[src/rtl/psd_pkg.sv]
// ----------------------------------------------------------------------------
// psd_pkg: shared types and constants for the prefix/suffix delta codec
// Transaction payloads, command kinds, sequencer states and field widths.
// ----------------------------------------------------------------------------
package psd_pkg;

   localparam int BYTE_W        = 8;
   localparam int IDX_W         = 12;
   localparam int LEN_W         = 13;
   // Wide enough for prefix + index and for the wrapped suffix offset.
   localparam int PTR_W         = 14;
   localparam int DEF_MAX_BYTES = 4096;

   typedef enum logic [2:0] {
      KIND_WR_PREV = 3'd0,
      KIND_WR_NEW  = 3'd1,
      KIND_ENCODE  = 3'd2,
      KIND_RD_DELTA = 3'd3,
      KIND_RD_REST = 3'd4
   } psd_kind_type;

   typedef enum logic [2:0] {
      ST_IDLE,
      ST_PFX,
      ST_SFX,
      ST_FIN,
      ST_READ,
      ST_DONE
   } psd_state_type;

   typedef enum logic [1:0] {
      SRC_NONE,
      SRC_PREV,
      SRC_NEW
   } psd_src_type;

   typedef struct packed {
      logic [2:0]        kind;
      logic [IDX_W-1:0]  index;
      logic [BYTE_W-1:0] data_in;
      logic [LEN_W-1:0]  previous_length;
      logic [LEN_W-1:0]  new_length;
   } psd_req_type;

   typedef struct packed {
      logic [BYTE_W-1:0] data_out;
      logic              identical;
      logic [LEN_W-1:0]  prefix_count;
      logic [LEN_W-1:0]  suffix_count;
      logic [LEN_W-1:0]  delta_length;
      logic              out_of_range;
   } psd_rsp_type;

endpackage

[src/rtl/psd_ctrl.sv]
// ----------------------------------------------------------------------------
// psd_ctrl: command sequencer for the delta codec
// Decodes transactions, walks both stores with one shared byte compare and
// counter during encode, and keeps the stored prefix, suffix and delta state.
// ----------------------------------------------------------------------------
module psd_ctrl #(
   parameter int MAX_BYTES = psd_pkg::DEF_MAX_BYTES,
   parameter int AW        = $clog2(psd_pkg::DEF_MAX_BYTES)
) (
   input  logic                        clock,
   input  logic                        reset,
   input  logic                        req_valid,
   output logic                        req_ready,
   input  psd_pkg::psd_req_type        req_data,
   input  logic                        out_free,
   output logic                        res_valid,
   output psd_pkg::psd_rsp_type        res_data,
   output logic                        prev_wr_en,
   output logic                        new_wr_en,
   output logic [AW-1:0]               wr_addr,
   output logic [psd_pkg::BYTE_W-1:0]  wr_data,
   output logic [AW-1:0]               prev_rd_addr,
   output logic [AW-1:0]               new_rd_addr,
   input  logic [psd_pkg::BYTE_W-1:0]  prev_rd_data,
   input  logic [psd_pkg::BYTE_W-1:0]  new_rd_data
);
   import psd_pkg::*;

   localparam int PW = (AW > PTR_W) ? AW : PTR_W;

   psd_state_type     state_ff, state_in;
   psd_src_type       src_ff, src_in;
   logic [LEN_W-1:0]  plen_ff, plen_in;
   logic [LEN_W-1:0]  nlen_ff, nlen_in;
   logic [LEN_W-1:0]  cnt_ff, cnt_in;
   logic [LEN_W-1:0]  lim_ff, lim_in;
   logic [PW-1:0]     pp_ff, pp_in;
   logic [PW-1:0]     np_ff, np_in;
   logic [LEN_W-1:0]  prefix_ff, prefix_in;
   logic [LEN_W-1:0]  suffix_ff, suffix_in;
   logic [LEN_W-1:0]  delta_ff, delta_in;
   logic [LEN_W-1:0]  mid_ff, mid_in;
   logic [LEN_W-1:0]  total_ff, total_in;
   logic [PW-1:0]     sbase_ff, sbase_in;
   logic              ident_ff, ident_in;
   logic              oor_ff, oor_in;
   logic [BYTE_W-1:0] rdata_ff, rdata_in;

   logic [LEN_W-1:0]  req_plen;
   logic [LEN_W-1:0]  req_nlen;
   logic [LEN_W-1:0]  req_idx;
   logic [LEN_W-1:0]  remain;
   logic [PW-1:0]     idx_ptr;
   logic              idx_ok;
   logic              bytes_eq;

   function automatic logic [LEN_W-1:0] clamp_len(input logic [LEN_W-1:0] v);
      logic [LEN_W-1:0] r;
      r = v;
      if (32'(v) > 32'(MAX_BYTES)) begin
         r = LEN_W'(MAX_BYTES);
      end
      return r;
   endfunction

   assign req_plen = clamp_len(req_data.previous_length);
   assign req_nlen = clamp_len(req_data.new_length);
   assign req_idx  = LEN_W'(req_data.index);
   assign idx_ptr  = PW'(req_data.index);
   assign idx_ok   = 32'(req_data.index) < 32'(MAX_BYTES);
   assign bytes_eq = prev_rd_data == new_rd_data;
   assign remain   = nlen_ff - cnt_ff;

   assign wr_addr      = idx_ptr[AW-1:0];
   assign wr_data      = req_data.data_in;
   assign prev_rd_addr = pp_in[AW-1:0];
   assign new_rd_addr  = np_in[AW-1:0];

   assign res_data.data_out     = rdata_ff;
   assign res_data.identical    = ident_ff;
   assign res_data.prefix_count = prefix_ff;
   assign res_data.suffix_count = suffix_ff;
   assign res_data.delta_length = delta_ff;
   assign res_data.out_of_range = oor_ff;

   always_ff @(posedge clock) begin
      if (reset) begin
         state_ff  <= ST_IDLE;
         prefix_ff <= '0;
         suffix_ff <= '0;
         delta_ff  <= '0;
         mid_ff    <= '0;
         total_ff  <= '0;
         sbase_ff  <= '0;
      end else begin
         state_ff  <= state_in;
         prefix_ff <= prefix_in;
         suffix_ff <= suffix_in;
         delta_ff  <= delta_in;
         mid_ff    <= mid_in;
         total_ff  <= total_in;
         sbase_ff  <= sbase_in;
      end
      src_ff   <= src_in;
      plen_ff  <= plen_in;
      nlen_ff  <= nlen_in;
      cnt_ff   <= cnt_in;
      lim_ff   <= lim_in;
      pp_ff    <= pp_in;
      np_ff    <= np_in;
      ident_ff <= ident_in;
      oor_ff   <= oor_in;
      rdata_ff <= rdata_in;
   end

   always_comb begin
      state_in   = state_ff;
      src_in     = src_ff;
      plen_in    = plen_ff;
      nlen_in    = nlen_ff;
      cnt_in     = cnt_ff;
      lim_in     = lim_ff;
      pp_in      = pp_ff;
      np_in      = np_ff;
      prefix_in  = prefix_ff;
      suffix_in  = suffix_ff;
      delta_in   = delta_ff;
      mid_in     = mid_ff;
      total_in   = total_ff;
      sbase_in   = sbase_ff;
      ident_in   = ident_ff;
      oor_in     = oor_ff;
      rdata_in   = rdata_ff;
      req_ready  = 1'b0;
      res_valid  = 1'b0;
      prev_wr_en = 1'b0;
      new_wr_en  = 1'b0;

      unique case (state_ff)
         ST_IDLE: begin
            req_ready = 1'b1;
            if (req_valid) begin
               ident_in = 1'b0;
               oor_in   = 1'b0;
               rdata_in = '0;
               src_in   = SRC_NONE;
               state_in = ST_DONE;
               unique case (req_data.kind)
                  KIND_WR_PREV: prev_wr_en = idx_ok;
                  KIND_WR_NEW:  new_wr_en = idx_ok;
                  KIND_ENCODE: begin
                     plen_in  = req_plen;
                     nlen_in  = req_nlen;
                     lim_in   = (req_plen < req_nlen) ? req_plen : req_nlen;
                     cnt_in   = '0;
                     pp_in    = '0;
                     np_in    = '0;
                     state_in = ST_PFX;
                  end
                  KIND_RD_DELTA: begin
                     np_in    = PW'(prefix_ff) + idx_ptr;
                     state_in = ST_READ;
                     if (req_idx < delta_ff) begin
                        src_in = SRC_NEW;
                     end else begin
                        oor_in = 1'b1;
                     end
                  end
                  KIND_RD_REST: begin
                     state_in = ST_READ;
                     np_in    = idx_ptr;
                     if (req_idx < prefix_ff) begin
                        src_in = SRC_PREV;
                        pp_in  = idx_ptr;
                     end else if (req_idx < mid_ff) begin
                        src_in = SRC_NEW;
                     end else if (req_idx < total_ff) begin
                        src_in = SRC_PREV;
                        pp_in  = sbase_ff + idx_ptr;
                     end else begin
                        oor_in = 1'b1;
                     end
                  end
                  default: ;
               endcase
            end
         end

         // Read data for pointer cnt_ff arrives now; the next pointer is issued
         // in the same cycle, so the walk covers one byte per cycle.
         ST_PFX: begin
            if (cnt_ff < lim_ff && bytes_eq) begin
               cnt_in = cnt_ff + 1'b1;
               pp_in  = pp_ff + 1'b1;
               np_in  = np_ff + 1'b1;
            end else begin
               prefix_in = cnt_ff;
               ident_in  = (plen_ff == nlen_ff) && (cnt_ff == nlen_ff);
               // No suffix walk when either snapshot is a prefix of the other.
               if (cnt_ff == nlen_ff || cnt_ff == plen_ff) begin
                  lim_in = '0;
               end else begin
                  lim_in = (plen_ff < remain) ? plen_ff : remain;
               end
               cnt_in   = '0;
               pp_in    = PW'(plen_ff) - 1'b1;
               np_in    = PW'(nlen_ff) - 1'b1;
               state_in = ST_SFX;
            end
         end

         ST_SFX: begin
            if (cnt_ff < lim_ff && bytes_eq) begin
               cnt_in = cnt_ff + 1'b1;
               pp_in  = pp_ff - 1'b1;
               np_in  = np_ff - 1'b1;
            end else begin
               suffix_in = cnt_ff;
               mid_in    = nlen_ff - cnt_ff;
               total_in  = nlen_ff;
               // Suffix bytes of the old snapshot start at index - (new - old).
               sbase_in  = PW'(plen_ff) - PW'(nlen_ff);
               state_in  = ST_FIN;
            end
         end

         ST_FIN: begin
            delta_in = mid_ff - prefix_ff;
            state_in = ST_DONE;
         end

         ST_READ: begin
            case (src_ff)
               SRC_PREV: rdata_in = prev_rd_data;
               SRC_NEW:  rdata_in = new_rd_data;
               default:  rdata_in = '0;
            endcase
            state_in = ST_DONE;
         end

         ST_DONE: begin
            res_valid = 1'b1;
            if (out_free) begin
               state_in = ST_IDLE;
            end
         end

         default: state_in = ST_IDLE;
      endcase
   end

endmodule

[config.mk]
export PLATFORM = sky130hd
export DESIGN_NAME = psd_ctrl
export DESIGN_NICKNAME = d
export VERILOG_FILES = /design/src/rtl/psd_pkg.sv /design/src/rtl/psd_ctrl.sv
export SDC_FILE = /design/constraint.sdc
export NUM_CORES = 1
export LEC_CHECK = 0
export ABC_AREA = 0
export BUFFER_PORTS_ARGS = -buffer_cell sky130_fd_sc_hd__buf_2
export CAP_MARGIN = 0
export CORE_ASPECT_RATIO = 0.5
export CORE_MARGIN = 3
export CORE_UTILIZATION = 45
export CTS_BUF_LIST = sky130_fd_sc_hd__clkbuf_2 sky130_fd_sc_hd__clkbuf_4 sky130_fd_sc_hd__clkbuf_8
export DETAILED_ROUTE_END_ITERATION = 12
export SKIP_CTS_REPAIR_TIMING = 1
export SYNTH_ARGS = -nofsm -noshare
export SYNTH_HDL_FRONTEND = slang
export SYNTH_SLANG_ARGS = --single-unit
[constraint.sdc]
create_clock -name clock -period 6.85 [get_ports clock]
set_input_delay 1.0275 -clock clock [delete_from_list [all_inputs] [get_ports clock]]
set_output_delay 1.0275 -clock clock [all_outputs]
set_load 0.05 [all_outputs]
==> impl_metrics.ini, run 1 <==
[outcome]
status = finished, final reports clean

[critical_path]
crit_arrival_ns = 4.63
startpoint_type = flip-flop
rrSetupSlack_ns = 2.07
critPathLaunch = cnt_ff[6]$_DFFE_PP_
required_ns = 5.82
rr_endpoint = lim_ff[0]$_DFFE_PP_
endpoint = prev_rd_addr[0]
end_kind = primary output
criticalPathCategory = reg2out
rr_worst_depth = 18
r2r-start = cnt_ff[2]$_DFFE_PP_
cp_max_fo = 51

[global_routing]
grt_pass1_vias = 12200
grt_max_degree = 82
grt_pass1_wl_mm = 73.5
antenna_found_initial = 0
track_usage_pct = 30.0
globalRouteOverflowTotal = 0

[drt]
drtAntennaViolNets = 0
drt_pre_antenna_iters = 6
drc = 0
vias_per_cell = 6.02
wirelength_mm = 49.5
drt_iter0_markers = 1272
routedWlPerCell_um = 22.6
vias = 13200

[layout]
most-common-layout-cells = nand2_1, a21oi_1, buf_2
area_growth_pct = 9.28
diodes = 0
fillers = 2886
fin_nets = 2006
drive_gt1_share_pct = 12.4
layout_commonest_cell = nand2_1

[die]
fp.coreArea_sq_um = 29500
start_util_pct = 46.5
rows = 44
io_pins = 166
fp.dieH_um = 129
fp.dieArea_sq_um = 32700
dieWidth_um = 253

[power]
cellLeakagePower_uw = 0.00638
p_int_uw = 2840
ir_worst_vdd_mv = 0.199
p_switching_uw = 3480
switching_share_pct = 55.1
power.density_nw_per_um2 = 422
combPwrFrac_pct = 60.9
p_seq_share_pct = 27.4
p_clk_share_pct = 11.7

[clock_tree]
cts.path.max_buffers = 2
cts_tree = done
clk_pin_slew_ns = 0.11
insertion_delay_ns = 0.51
cts.sinks = 168
root_buffer = clkbuf_8
cts_buffers = 17
htreeDepth = 4

[sta]
max_slew.worst_pin.slew_ns = 1.26
drv_slew = 0
setup_tns_ns = 0
skew_ns = 0.0194
timing.slew.headroom_pct = 15.6
hold_viol = 0
rsz0062_at_grt = no
fmax_ghz = 0.177
setup_ws_ns = 1.19
finalSetupViolations = 0
period_minus_slack_ns = 5.66
finalCritPeriodShare_pct = 82.6

[job]
drv_cap = 0

[placement]
dp_slack_ns = 1.55
port_buffers = 149
place_congestion = 0.951
dp_hpwl_mm = 37.8

[synthesis]
synth.distinct_cells = 77
synth_fp_nets = 1927
syn_inst = 1708
synthesis.yosys.warnings = 0
synth_area_leaders = dfxtp_1, edfxtp_1, ha_1
synth_area_sq_um = 13700
yosys.area.top_type_share_pct = 15.2
synth.avg_cell_area_sq_um = 8.03
synthArstFlopShare_pct = 0
synth_area_leader_cell = dfxtp_1
yosysSeqAreaShare_pct = 29.2
synth_edf_count = 64
synthFlopType = dfxtp_1
ys_ff_latch = 168

[worst_hold_path]
hold_class = reg2reg
cells in the mapped netlist, types with 41 or more instances:
| cell | count |
|---|---|
| ha_1 | 145 |
| inv_1 | 136 |
| nor3_1 | 41 |
| a21oi_1 | 151 |
| xnor2_1 | 65 |
| edfxtp_1 | 64 |
| nand2_1 | 217 |
| o21ai_0 | 61 |
| dfxtp_1 | 104 |
| clkbuf_1 | 68 |
| nand3_1 | 43 |
| nor2_1 | 123 |
area by class of cell:
| type | count | area (sq um) | share of cell area [%] |
|---|---|---|---|
| Multi-Input combinational cell | 1298 | 8720 | 58.2 |
| Sequential cell | 168 | 4000 | 26.7 |
| Timing Repair Buffer | 165 | 866 | 5.78 |
| Inverter | 137 | 514 | 3.43 |
| Tap cell | 391 | 489 | 3.26 |
| Clock buffer | 17 | 234 | 1.56 |
| Clock inverter | 15 | 161 | 1.08 |
sequential cells by signal, summed over array words and instances, names as in the netlist, 12 cells and up:
signal / count
cnt_ff: 13
delta_ff: 13
lim_ff: 13
mid_ff: 13
nlen_ff: 13
plen_ff: 13
prefix_ff: 13
suffix_ff: 13
total_ff: 13
np_ff: 12
pp_ff: 12
sbase_ff: 12
logic make-up (layout without fill, tap and decap cells):
group	after synthesis	in the layout	share of synthesized area [%]
AO/OA/AOI/OAI	415	415	19.5
XOR/XNOR	103	103	6.58
adder cells (fa/ha/maj)	151	151	14.0
buffers and inverters	242	334	7.42
flip-flops	168	168	29.2
multiplexers	35	35	2.59
AND/OR/NAND/NOR	594	594	20.7
worst max-delay path, cell delays in order, from the launching register on:
cell,delay (ns)
edfxtp_1,0.62
ha_1,0.39
a21o_1,0.16
a21o_1,0.17
a221oi_1,0.24
o21a_1,0.48
o21ai_4,0.26
buf_4,0.31
nand2_2,0.10
buf_4,0.46
nand2_1,0.15
a221oi_1,0.30
o21ai_0,0.16
buf_2,0.26
through the flow:
stage               hold WS, ns  cells  utilization (%)  total power (uW)  area, sq um
finish                    0.462   2191             50.8              6320        15000
global route              0.485   2191             50.8              6710        15000
CTS                       0.466   2191             50.8              6280        15000
detailed placement        0.449   2159             49.4              5530        14600
global placement          0.444   2159             49.4              5480        14600
floorplan                 0.436   1708                -              4420        13700
metal layers:
metal / share of wire, % / up-vias / global-route usage (%) / wire, um
met5: 0 / - / 0 / 0
met4: 2.4 / 0 / 8.83 / 1210
li1: - / 6187 / - / -
met2: 41 / 577 / 43.1 / 20200
met3: 10 / 75 / 8.70 / 4980
met1: 47 / 6353 / 43.3 / 23100
power groups by stage:
stage	logic (uW)	registers, uW	clock network (uW)
2_1_floorplan	2700	1720	0
3_3_place_gp	3740	1740	0
3_5_place_dp	3790	1740	0
4_1_cts	3800	1720	757
5_1_grt	4160	1760	790
6_report	3850	1740	740
worst min path at each step:
stage / startpoint / end / slack (ns) / cells past startpoint
floorplan: sbase_ff[9]$_SDFFE_PP0P_ / sbase_ff[9]$_SDFFE_PP0P_ / 0.44 / 2
global placement: suffix_ff[3]$_SDFFE_PP0P_ / suffix_ff[3]$_SDFFE_PP0P_ / 0.44 / 2
detailed placement: suffix_ff[1]$_SDFFE_PP0P_ / suffix_ff[1]$_SDFFE_PP0P_ / 0.45 / 2
CTS: suffix_ff[1]$_SDFFE_PP0P_ / suffix_ff[1]$_SDFFE_PP0P_ / 0.47 / 2
global route: total_ff[3]$_SDFFE_PP0P_ / total_ff[3]$_SDFFE_PP0P_ / 0.49 / 2
finish: suffix_ff[12]$_SDFFE_PP0P_ / suffix_ff[12]$_SDFFE_PP0P_ / 0.46 / 2
No activity file was read; power rests on OpenSTA's default activity.
==> inputs of run 2 (changes only) <==
- ABC_AREA: 0 -> 1
- PLACE_DENSITY: default -> 0.66
- clock period: 6.85 -> 5.2 ns (I/O delays scaled with it)
==> impl_metrics.ini, run 2 <==
[layout]
multi_input_comb_area_sq_um = 8850
finalInstanceArea_sq_um = 15900
most-common-layout-cells = nand2_1, inv_1, a21oi_1
seq_area_sq_um = 4000
fillers = 3159
fin_cells = 2645
area_growth_pct = 8.99
fin_nets = 2428
drive_gt1_share_pct = 11.1
diodes = 0
layout_commonest_cell = nand2_1

[critical_path]
end_kind = primary output
cp_max_fo = 32
crit_arrival_ns = 3.81
rr_worst_depth = 20
critPathLaunch = cnt_ff[12]$_DFFE_PP_
endpoint = new_rd_addr[10]
rr_endpoint = lim_ff[2]$_DFFE_PP_
r2r-start = cnt_ff[3]$_DFFE_PP_
startpoint_type = flip-flop
rrSetupSlack_ns = 1.29
required_ns = 4.42
criticalPathCategory = reg2out

[die]
rows = 45
io_pins = 166
dieWidth_um = 260
start_util_pct = 46.8
fp.dieH_um = 133
fp.coreArea_sq_um = 31100
fp.dieArea_sq_um = 34700

[synthesis]
yosysSeqAreaShare_pct = 27.5
ys_top_cells_by_count = nand2_1, inv_1, a21oi_1
synthFlopType = dfxtp_1
synth_area_sq_um = 14600
synth.distinct_cells = 53
synth_area_leader_cell = dfxtp_1
syn_inst = 2113
synth_area_leaders = dfxtp_1, edfxtp_1, ha_1
yosys.cell_count.top_type = nand2_1
ys_ff_latch = 168
synth_edf_count = 64
synth.avg_cell_area_sq_um = 6.89
synthArstFlopShare_pct = 0
synthesis.yosys.warnings = 0
synth_fp_nets = 2332
yosys.area.top_type_share_pct = 14.3

[sta]
hold_viol = 0
period_minus_slack_ns = 4.59
fmax_ghz = 0.218
timing.slew.headroom_pct = 35.5
finalSetupViolations = 0
rsz0062_at_grt = no
drv_slew = 0
max_slew.worst_pin.slew_ns = 0.958
finalCritPeriodShare_pct = 88.2
setup_ws_ns = 0.612
setup_tns_ns = 0
skew_ns = 0.0184

[placement]
place_congestion = 0.972
dp_slack_ns = 1.15
port_buffers = 149
dp.cells = 2613
post_dp_cell_area_sq_um = 15500
dp_hpwl_mm = 39.3

[clock_tree]
htreeDepth = 4
insertion_delay_ns = 0.52
cts.path.max_buffers = 2
root_buffer = clkbuf_8
clk_pin_slew_ns = 0.10
cts_buffers = 17
cts_tree = done
cts.sinks = 168

[power]
ir_worst_vdd_mv = 0.295
power.density_nw_per_um2 = 592
cellLeakagePower_uw = 0.00776

[global_routing]
grt_pass1_vias = 13300
grt_max_degree = 70
antenna_found_initial = 1
globalRouteOverflowTotal = 0
grt_pass1_wl_mm = 75.6
track_usage_pct = 28.5

[drt]
drtAntennaViolNets = 0
drt_pre_antenna_iters = 6
wirelength_mm = 50.0
vias = 14500
vias_per_cell = 5.48
routedWlPerCell_um = 18.9
drc = 0
drt_iter0_markers = 1680

[outcome]
status = finished, final reports clean

[worst_hold_path]
hold_class = reg2reg

[job]
drv_cap = 0
run 2: cell count changes after synthesis, moves of 39 or more:
| cell | previous run | this run |
|---|---|---|
| nor2_1 | 123 | 162 |
| o21ai_0 | 61 | 132 |
| inv_1 | 136 | 313 |
| a21oi_1 | 151 | 191 |
| nand3_1 | 43 | 156 |
| xnor2_1 | 65 | 19 |
| nand2_1 | 217 | 438 |
run 2: area by class of cell:
class                           count  area share (%)
Clock inverter                     12           0.820
Inverter                          329            7.80
Multi-Input combinational cell   1529            55.8
Timing Repair Buffer              164            5.41
Tap cell                          423            3.34
Clock buffer                       20            1.62
Sequential cell                   168            25.2
run 2: power by group:
part           total, uW  switching [uW]  internal (uW)  leakage (uW)
Sequential          2330             502           1820       0.00146
Combinational       6080            4370           1710       0.00611
Clock                984             574            410      0.000197
Total               9390            5440           3950       0.00776
run 2: worst max-delay path, cell delays in order, from the launching register on:
cell and delay [ns]:
edfxtp_1 0.54, ha_1 0.37, a21oi_1 0.14, o21ai_0 0.10, a21oi_1 0.49, nand3_4 0.45
nand2_2 0.34, inv_2 0.17, o21ai_0 0.16, nand3_1 0.09, nand3b_1 0.20, buf_2 0.23
run 2: worst min-delay path by stage:
stage,cells past startpoint,slack (ns),endpoint,start
6_report,2,0.48,total_ff[4]$_SDFFE_PP0P_,total_ff[4]$_SDFFE_PP0P_
5_1_grt,2,0.49,total_ff[4]$_SDFFE_PP0P_,total_ff[4]$_SDFFE_PP0P_
4_1_cts,2,0.47,total_ff[4]$_SDFFE_PP0P_,total_ff[4]$_SDFFE_PP0P_
3_5_place_dp,2,0.46,total_ff[4]$_SDFFE_PP0P_,total_ff[4]$_SDFFE_PP0P_
3_3_place_gp,2,0.46,total_ff[6]$_SDFFE_PP0P_,total_ff[6]$_SDFFE_PP0P_
2_1_floorplan,2,0.43,total_ff[0]$_SDFFE_PP0P_,total_ff[0]$_SDFFE_PP0P_
run 2: kinds of logic (layout without fill, tap and decap cells):
logic type,count (synthesis),count (layout),share of synthesized area (%)
AND/OR/NAND/NOR,899,899,27.6
buffers and inverters,416,525,11.8
XOR/XNOR,91,91,5.48
AO/OA/AOI/OAI,389,389,14.4
flip-flops,168,168,27.5
adder cells (fa/ha/maj),150,150,13.2
run 2: routing by layer:
metal  vias to the layer above  wire length [um]  part of all wire (%)  track usage [%]
li1                       7163                 -                     -                -
met1                      6639             22100                    44             39.2
met2                       611             21200                    42             43.0
met3                        75              5500                    11             8.95
met4                         2              1210                   2.4             7.82
met5                         -                16                 0.032                0
run 2: metrics by stage:
stage | util (%) | total power (uW) | hold WS, ns
global route | 51.0 | 10100 | 0.489
global placement | 49.8 | 8250 | 0.457
finish | 51.0 | 9390 | 0.477
floorplan | - | 6700 | 0.430
detailed placement | 49.8 | 8290 | 0.461
CTS | 51.0 | 9290 | 0.475
==> inputs of run 3 (changes only) <==
- ABC_AREA: 1 -> default
- PLACE_DENSITY: 0.66 -> 0.67
- SKIP_LAST_GASP: default -> 1
==> impl_metrics.ini, run 3 (synthesized netlist as in run 1, its figures left out) <==
[placement]
port_buffers = 149
post_dp_cell_area_sq_um = 14700
dp_hpwl_mm = 34.6
place_congestion = 0.972
dp.cells = 2173
dp_slack_ns = 0.489

[die]
dieWidth_um = 253
fp.dieH_um = 129
rows = 44
start_util_pct = 46.5
fp.coreArea_sq_um = 29500
fp.dieArea_sq_um = 32700
io_pins = 166

[global_routing]
grt_pass1_vias = 11700
grt_max_degree = 79
grt_pass1_wl_mm = 68.4
track_usage_pct = 27.3
globalRouteOverflowTotal = 0
antenna_found_initial = 1

[power]
p_int_uw = 3840
p_seq_share_pct = 27.0
combPwrFrac_pct = 60.8
power.density_nw_per_um2 = 546
p_clk_share_pct = 12.2
p_switching_uw = 4410
ir_worst_vdd_mv = 0.301
cellLeakagePower_uw = 0.00646
switching_share_pct = 53.5

[layout]
fin_cells = 2205
area_growth_pct = 10.1
drive_gt1_share_pct = 13.1
fin_util_pct = 51.2
fin_nets = 2020
layout_commonest_cell = nand2_1
finalInstanceArea_sq_um = 15100
diodes = 0
most-common-layout-cells = nand2_1, a21oi_1, buf_2

[critical_path]
rr_worst_depth = 18
critPathLaunch = cnt_ff[12]$_DFFE_PP_
cp_cell_sequence = ha_1 -> nand4_1 -> o211ai_1 -> o21ai_0 -> a21oi_1 -> a31oi_1 -> o22a_1 -> buf_2
r2r-start = nlen_ff[0]$_DFFE_PP_
rrSetupSlack_ns = 0.58
crit_arrival_ns = 4.23
end_kind = primary output
max_stage_delay_ns = 1.10
startpoint_type = flip-flop
rr_endpoint = lim_ff[0]$_DFFE_PP_
cp_max_fo = 13
path_buf_inv = 1
required_ns = 4.42
critPathTopFamily = compound AO/OA/AOI/OAI gates
criticalPathCategory = reg2out
crit_path_top_delay_cell = o211ai_1

[sta]
rsz0062_at_grt = no
hold_viol = 0
fmax_ghz = 0.199
max_slew.worst_pin.slew_ns = 1.23
finalCritPeriodShare_pct = 96.4
timing.slew.headroom_pct = 17.6
period_minus_slack_ns = 5.01
drv_slew = 0
skew_ns = 0.0197
finalSetupViolations = 0
setup_tns_ns = 0
setup_ws_ns = 0.186

[drt]
wirelength_mm = 45.3
drtAntennaViolNets = 0
drt_iter0_markers = 1726
routedWlPerCell_um = 20.5
vias_per_cell = 5.91
vias = 13000
drc = 0
drt_pre_antenna_iters = 5

[job]
drv_cap = 0

[worst_hold_path]
worstHoldStart = suffix_ff[12]$_SDFFE_PP0P_
hold_class = reg2reg
worstHoldEndpoint = suffix_ff[12]$_SDFFE_PP0P_
hold_depth = 2

[clock_tree]
cts.sinks = 168
cts_buffers = 17
insertion_delay_ns = 0.52
root_buffer = clkbuf_8
cts_tree = done
htreeDepth = 4
clk_pin_slew_ns = 0.11
cts.path.max_buffers = 2

[outcome]
status = finished, final reports clean
==> run 3: final cells by class <==
type / count / area, sq um
fillers: 2870 / 14400
multi-input cells: 1298 / 8720
flip-flops and latches: 168 / 4000
repair buffers: 179 / 971
inverters: 137 / 514
well taps: 391 / 489
clock buffers: 18 / 248
clock inverters: 14 / 154
==> run 3: power groups by stage <==
| stage | clock network [uW] | registers (uW) | logic [uW] |
|---|---|---|---|
| 2_1_floorplan | 0 | 2260 | 3560 |
| 3_3_place_gp | 0 | 2240 | 4910 |
| 3_5_place_dp | 0 | 2240 | 4930 |
| 4_1_cts | 1020 | 2210 | 4950 |
| 5_1_grt | 1080 | 2260 | 5440 |
| 6_report | 1010 | 2230 | 5010 |
==> run 3: how the worst max path moves through the flow <==
stage	slack, ns	depth (start not counted)	end
floorplan	0.53	11	prev_rd_addr[10]
global placement	0.56	13	prev_rd_addr[1]
detailed placement	0.49	13	prev_rd_addr[1]
CTS	0.26	12	prev_rd_addr[1]
global route	0.05	12	prev_rd_addr[1]
finish	0.19	8	new_rd_addr[7]
==> run 3: metal layers <==
layer / up-vias / share of wire [%] / GRT usage [%]
li1: 6218 / - / -
met1: 6175 / 46 / 39.4
met2: 574 / 42 / 40.5
met3: 58 / 10 / 7.12
met4: 2 / 1.9 / 7.28
met5: - / 0.026 / 0
==> run 3: stage by stage <==
stage	hold slack [ns]	power (uW)
2_1_floorplan	0.436	5820
3_3_place_gp	0.442	7150
3_5_place_dp	0.445	7170
4_1_cts	0.427	8180
5_1_grt	0.468	8780
6_report	0.456	8250
==> run 3: worst min-delay path, cell delays in order (launching register included) <==
cell and delay [ns]:
dfxtp_1 0.32, nand2_1 0.05, a21oi_1 0.05
